### src/hw/rtl/qte_pkg.sv
package qte_pkg;

  // field and datapath widths
  localparam int COMPONENT_WIDTH = 16;
  localparam int CORDIC_STEPS    = 16;
  localparam int Q15_W   = 16;
  localparam int PROD_W  = 32;
  localparam int FORM_W  = 35;
  localparam int CORD_W  = 37;
  localparam int ANG_W   = 34;
  localparam int RND_W   = ANG_W - 16;
  localparam int ROOT_W  = 31;
  localparam int RAD_W   = 61;
  localparam int THR_W   = 15;
  localparam int ANGLE_W = 16;

  // pipeline depth
  localparam int SQRT_STAGES = ROOT_W;
  localparam int CORDIC_LAT  = CORDIC_STEPS + 1;
  localparam int FRONT_LAT   = 4;
  localparam int PIPE_DEPTH  = FRONT_LAT + SQRT_STAGES + CORDIC_LAT + 1;

  localparam int ONE_Q30 = 1 << 30;
  localparam int PITCH_MAX = 16384;

  typedef logic signed [COMPONENT_WIDTH-1:0] comp_t;
  typedef logic signed [FORM_W-1:0] form_t;
  typedef logic signed [PROD_W-1:0] prod_t;

  typedef struct packed {
    comp_t x;
    comp_t y;
    comp_t z;
    comp_t w;
  } quat_t;

  // rescale one component to q1.15
  function automatic logic signed [Q15_W-1:0] to_q15(input comp_t v);
    logic signed [63:0] t;
    t = 64'(v);
    if (COMPONENT_WIDTH >= Q15_W) begin
      t = t >>> (COMPONENT_WIDTH >= Q15_W ? COMPONENT_WIDTH - Q15_W : 0);
    end else begin
      t = t <<< (COMPONENT_WIDTH < Q15_W ? Q15_W - COMPONENT_WIDTH : 0);
    end
    return t[Q15_W-1:0];
  endfunction

  // arctangent of 2^-i, 2^31 equals pi
  function automatic logic signed [ANG_W-1:0] atan_lut(input int i);
    logic [31:0] v;
    case (i)
      0:  v = 32'h20000000;
      1:  v = 32'h12E4051E;
      2:  v = 32'h09FB385B;
      3:  v = 32'h051111D4;
      4:  v = 32'h028B0D43;
      5:  v = 32'h0145D7E1;
      6:  v = 32'h00A2F61E;
      7:  v = 32'h00517C55;
      8:  v = 32'h0028BE53;
      9:  v = 32'h00145F2F;
      10: v = 32'h000A2F98;
      11: v = 32'h000517CC;
      12: v = 32'h00028BE6;
      13: v = 32'h000145F3;
      14: v = 32'h0000A2FA;
      15: v = 32'h0000517D;
      16: v = 32'h000028BE;
      17: v = 32'h0000145F;
      18: v = 32'h00000A30;
      19: v = 32'h00000518;
      20: v = 32'h0000028C;
      21: v = 32'h00000146;
      22: v = 32'h000000A3;
      23: v = 32'h00000051;
      24: v = 32'h00000029;
      25: v = 32'h00000014;
      26: v = 32'h0000000A;
      27: v = 32'h00000005;
      28: v = 32'h00000003;
      29: v = 32'h00000001;
      30: v = 32'h00000001;
      default: v = 32'h00000000;
    endcase
    return ANG_W'(v);
  endfunction

endpackage

### src/hw/rtl/qte_isqrt.sv
module qte_isqrt (
  input  logic                        clk_i,
  input  logic                        en_i,
  input  logic [qte_pkg::RAD_W-1:0]   sq_i,
  output logic [qte_pkg::ROOT_W-1:0]  root_o
);
  import qte_pkg::*;

  localparam int NW = RAD_W + 1;

  logic [NW-1:0] n_q   [SQRT_STAGES];
  logic [NW-1:0] r_q   [SQRT_STAGES];
  logic [NW-1:0] n_src [SQRT_STAGES];
  logic [NW-1:0] r_src [SQRT_STAGES];

  // radicand is one minus sx squared in q2.60
  assign n_src[0] = (NW'(1) << (2 * (SQRT_STAGES - 1))) - NW'(sq_i);
  assign r_src[0] = '0;

  // one root bit per stage
  for (genvar k = 0; k < SQRT_STAGES; k++) begin : g_stage
    localparam logic [NW-1:0] BIT = NW'(1) << (2 * (SQRT_STAGES - 1 - k));
    logic [NW-1:0] trial;

    if (k > 0) begin : g_link
      assign n_src[k] = n_q[k-1];
      assign r_src[k] = r_q[k-1];
    end

    assign trial = r_src[k] + BIT;

    always_ff @(posedge clk_i) begin
      if (en_i) begin
        if (n_src[k] >= trial) begin
          n_q[k] <= n_src[k] - trial;
          r_q[k] <= (r_src[k] >> 1) + BIT;
        end else begin
          n_q[k] <= n_src[k];
          r_q[k] <= r_src[k] >> 1;
        end
      end
    end
  end

  assign root_o = r_q[SQRT_STAGES-1][ROOT_W-1:0];

endmodule

### config.mk
export PLATFORM = sky130hd
export DESIGN_NAME = qte_isqrt
export DESIGN_NICKNAME = d
export VERILOG_FILES = /design/src/hw/rtl/qte_pkg.sv /design/src/hw/rtl/qte_isqrt.sv
export SDC_FILE = /design/constraint.sdc
export NUM_CORES = 2
export LEC_CHECK = 0
export BUFFER_PORTS_ARGS = -buffer_cell sky130_fd_sc_hd__buf_2
export CORE_ASPECT_RATIO = 1.2
export CORE_MARGIN = 2
export CORE_UTILIZATION = 35
export DETAILED_ROUTE_END_ITERATION = 6
export GPL_TIMING_DRIVEN = 0
export PLACE_DENSITY = 0.56
export SLEW_MARGIN = 20
export SYNTH_ARGS = -nofsm -noshare
export SYNTH_HDL_FRONTEND = slang
export SYNTH_SLANG_ARGS = --single-unit
### constraint.sdc
create_clock -name clk_i -period 8.75 [get_ports clk_i]
set_clock_uncertainty 0.1 [all_clocks]
set_input_delay 1.75 -clock clk_i [delete_from_list [all_inputs] [get_ports clk_i]]
set_output_delay 1.75 -clock clk_i [all_outputs]
set_load 0.03 [all_outputs]
* Word-level counts from Yosys, hierarchy flattened
Memory sizes are Yosys's and may differ from the RTL's.
Index checks and enable logic that the tools add are counted.
** Operators by class
- Multiplexer cells :: 248
- Bitwise logic cells :: 62
- Magnitude comparators :: 31
- Add/sub/neg operators :: 92
** Operators with widths (number)
- 62-bit two-way mux :: 62
- 62-bit >= comparator :: 30
- 62-bit subtractor :: 30
- 1-bit two-way mux :: 186
- 61-bit by 1-bit adder with 62-bit output, second input constant :: 1
- 61-bit by 11-bit adder with 62-bit output, second input constant :: 1
- 61-bit by 13-bit adder with 62-bit output, second input constant :: 1
- 61-bit by 15-bit adder with 62-bit output, second input constant :: 1
- 61-bit by 17-bit adder with 62-bit output, second input constant :: 1
- 61-bit by 19-bit adder with 62-bit output, second input constant :: 1
- 61-bit by 21-bit adder with 62-bit output, second input constant :: 1
- 61-bit by 23-bit adder with 62-bit output, second input constant :: 1
- 61-bit by 25-bit adder with 62-bit output, second input constant :: 1
- 61-bit by 27-bit adder with 62-bit output, second input constant :: 1
- 61-bit by 29-bit adder with 62-bit output, second input constant :: 1
- 61-bit by 3-bit adder with 62-bit output, second input constant :: 1
- 61-bit by 31-bit adder with 62-bit output, second input constant :: 1
- 61-bit by 33-bit adder with 62-bit output, second input constant :: 1
- 61-bit by 35-bit adder with 62-bit output, second input constant :: 1
- 61-bit by 37-bit adder with 62-bit output, second input constant :: 1
- 61-bit by 39-bit adder with 62-bit output, second input constant :: 1
- 61-bit by 41-bit adder with 62-bit output, second input constant :: 1
- 61-bit by 43-bit adder with 62-bit output, second input constant :: 1
- 61-bit by 45-bit adder with 62-bit output, second input constant :: 1
- 44 further kinds :: 105
** Storage, ports and cells
- Memories kept :: 2
- Register bits after elaboration :: 0
- Bits of input ports :: 63
- Output and inout port bits :: 31
- Memory bits (writable) :: 3844
** Memory list
- n_q :: depth 31, width 62, read ports 30, clocked after Yosys merged registers in 0, write ports 31, RTL line qte_isqrt.sv:11 : logic [NW-1:0] n_q [SQRT_STAGES];
- r_q :: depth 31, width 62, read ports 31, clocked after Yosys merged registers in 0, write ports 31, RTL line qte_isqrt.sv:12 : logic [NW-1:0] r_q [SQRT_STAGES];

* Longest topological paths before layout
An unclocked memory read counts as a cell.
- Depth after elaboration :: 7
- Depth in mapped cells :: 19

* Least setup slack after synthesis
No wires, ideal clock.
- Path type :: input -> register
- From :: in sq_i[4] (netlist bit)
- To :: mem n_q[0][61] (netlist bit), data pin
- Arrival :: 5.910 ns
- Path slack :: 2.459 ns
- Required time :: 8.369 ns
- Stages on the path :: 18
- Path buffers :: 3
- Library setup time :: 0.281 ns
- Cell sequence :: clkbuf_1 -> or4_4 -> or3_4 -> or4_4 -> buf_6 -> or4_4 -> or3_1 -> buf_2 -> o41ai_1 -> ha_1 -> nand2_1 -> a221oi_1 -> nand3_1 -> nor4b_1 -> nand3_1 -> nor3_2 -> a31oi_2 -> mux2i_1
** RTL lines
- start, declared :: RTL line qte_isqrt.sv:4 : input logic [qte_pkg::RAD_W-1:0] sq_i,
- end, declared :: RTL line qte_isqrt.sv:11

==> summary.txt <==
Placed design
  • DP Wirelength: 237.3 mm
  • Post-Place Cells: 13590
  • Port bufs: 86
  • Placer Congestion: 0.9002

Timing
  • Final Setup Violations: 0
  • Final count of hold timing violations: 0
  • Final max-slew violation count: 0
  • Worst slew pin tran: 1.189 ns
  • Final period util: 69.51%
  • Slew HR: 20.55%
  • Minimum clock period: 6.082 ns
  • Unrepaired setup endpoints after global routing: false
  • WHS: 0.2026 ns
  • Fmax: 164.4 MHz

Die
  • Die W: 525.3 um
  • Die H: 629.5 um
  • I/O pin count: 94
  • Initial core utilization: 35.19%
  • # rows: 229
  • Die Area: 330700 um^2
  • CORE AREA: 324300 um^2

Worst setup path
  • Setup CP Type: input pin to register
  • Critical Path Sink Type: register
  • Worst Path Arrival: 6.61 ns
  • Reg2Reg Setup Slack: 3.56 ns
  • Start of the worst register-to-register path: n_q[1][638]
  • Worst R2R End: n_q[1][738]
  • Startpoint types: input pin
  • Worst path required time: 9.28 ns
  • FF-to-FF path depth: 12
  • Max FO, Critical Path: 5

Power
  • Portion of total power attributed to the clock network: 32.6%
  • Maximum vdd drop: 0.2015 mV
  • Switching share of total power: 29.46%
  • Seq pwr share: 47.5%
  • Combinational share of power: 20.0%
  • Total Power: 32.53 mW
  • Leak Pwr: 47.29 nW
  • NetSw: 9.582 mW
  • P_int: 22.95 mW
  • PD cells: 251.8 nW/um^2

Run status
  • Run status: complete, no violations

Logic synthesis
  • #FFs+latches synth: 2356
  • Dominant synthesized flop cell: edfxtp_1
  • Asr flop ratio synth: 0%
  • Count of different cell masters after synthesis: 81
  • Mapped Area: 114100 um^2
  • Synth warn: 0
  • Register area share after synthesis: 61.99%
  • Avg Cell Area, Syn: 12.43 um^2
  • Synthesized Nets: 9774
  • Synth Instances: 9184
  • Post-synth EDFFs: 2356

Clock tree
  • CTS tree: built
  • Post-CTS Setup Inserts: 0
  • Post-CTS Hold Buffers: 0
  • Cts repair resizes: 0
  • CTS Root Cell: clkbuf_16
  • Clock latency on the worst-skew pair: 0.98 ns
  • CTS clk-pin slew, worst paths: 0.06 ns
  • CTS Buffer Depth: 4
  • CTS sink count: 2356
  • H-tree levels: 4
  • Inserted Clock Buffers: 243

Drt
  • Via count: 73000
  • Routed WL: 303.1 mm
  • Post-route ant nets: 0
  • # DRC: 0
  • Vias per cell: 5.202
  • Routed length per instance: 21.59 um
  • Detailed Routing Iterations Pass 1: 7
  • 1st-iter DRT viols: 5205

Global routing
  • Total gr overflow: 0
  • Vias in the first global route: 73360
  • Total GRT Usage: 17.91%
  • Largest net degree at the start of global routing: 62
  • First-pass GRT wire length: 454.8 mm
  • Antenna violations before repair: 9

Cells and area
  • Share of cells above drive strength 1: 7.684%
  • Synth-to-Final Area Change: 13.22%
  • Final cell count without fillers: 14030
  • Register area: 70750 um^2
  • Footprint of the multi-input gates: 40310 um^2
  • Fillers: 30440
  • Nets: 10150

Worst hold path
  • Hold WC Path Type: register to register
  • Worst hold start: n_q[0][624]
  • Worst Hold Endpoint: n_q[0][686]
  • Hold Path Cell Cnt: 0

Job
  • Max Cap Viol: 0
Yosys cell counts (all sizes together) (138+ instances only):
master | count | share of area (%)
a21o | 174 | 1.1
a21oi | 479 | 2.1
clkbuf | 170 | 0.56
edfxtp | 2356 | 62
ha | 527 | 5.8
inv | 655 | 2.2
nand2 | 686 | 2.3
nand3 | 155 | 0.68
nand4 | 138 | 0.76
nor2 | 566 | 1.9
nor3 | 291 | 1.3
nor4 | 324 | 1.8
o21ai | 497 | 2.2
xnor2 | 446 | 3.4
xor2 | 432 | 3.3
routing by layer:
layer  wire length (um)  global-route usage, %  up-vias
met5                 27                      0        -
met4              12080                  6.734        4
met3              10140                  1.850      550
met2             165400                  34.86     1578
met1             115400                  19.75    35800
li1                   -                      -    35070
metrics by stage:
stage | setup WS, ns | utilization [%] | TNS (ns) | area, um^2
after global routing | 2.242 | 39.84 | 0 | 129200
after global placement | -2.778 | 36.97 | -4485.80 | 119900
after detailed placement | 1.688 | 37.32 | 0 | 121000
final | 2.668 | 39.84 | 0 | 129200
after CTS | 2.680 | 39.83 | 0 | 129200
after floorplan | 2.459 | - | 0 | 114100
sequential cells by signal (all words and copies together), names as in the netlist:
signal,flops
n_q,1860
r_q,496
layout make-up:
class	count	area share, %
clock buffers	279	4.844
flip-flops and latches	2356	54.75
multi-input cells	5986	31.20
diodes	1	0.001937
repair buffers	128	1.063
well taps	4273	4.138
plain buffers	187	0.6449
inverters	655	1.903
clock inverters	169	1.453
kinds of logic after synthesis:
group | after synthesis | share of synthesized area (%)
xor+xnor | 878 | 6.738
simple gates | 2846 | 12.93
flops | 2356 | 61.99
buf+inv | 842 | 2.780
fa+ha+maj | 527 | 5.778
mux | 110 | 1.069
compound gates | 1625 | 8.717
power groups by stage:
stage	logic (mW)	clock network [mW]	registers (mW)
CTS	6.50	10.9	15.5
finish	6.49	10.6	15.4
global route	7.25	11.3	15.6
global placement	6.35	0	15.7
detailed placement	6.45	0	15.7
floorplan	4.75	0	15.1
critical path: stages:
cell and delay [ns]:
buf_2 0.15, or4_1 0.63, or4_1 0.57, or3_4 0.43, or4_4 0.44, or3_1 0.32
buf_2 0.16, o41ai_1 0.49, ha_1 0.30, nand2_1 0.07, a221oi_1 0.21, nand3_1 0.14
nor4b_1 0.34, nand3_1 0.13, nor3_2 0.15, a31oi_2 0.15, mux2i_1 0.16
worst max-delay path by stage:
stage,slack [ns],startpoint,to,depth (start not counted)
floorplan,2.46,sq_i[4],n_q[0][61],18
global placement,-2.78,en_i,n_q[1][340],6
detailed placement,1.69,sq_i[33],n_q[0][61],17
CTS,2.68,sq_i[33],n_q[0][61],17
global route,2.24,sq_i[11],n_q[0][61],18
finish,2.67,sq_i[33],n_q[0][61],17
cell usage in the layout, fill, tap and decap left out, types with 155 or more instances in the layout:
cell and n:
clkbuf_16 245, nor3_1 286, a21o_1 174, a21oi_1 479, nand2_1 686, xor2_1 432, nor4_1 316, o21ai_0 496
edfxtp_1 2356, ha_1 527, nand3_1 155, inv_1 655, nor2_1 566, clkbuf_1 169, xnor2_1 446
(Power assumes the default switching activity.)
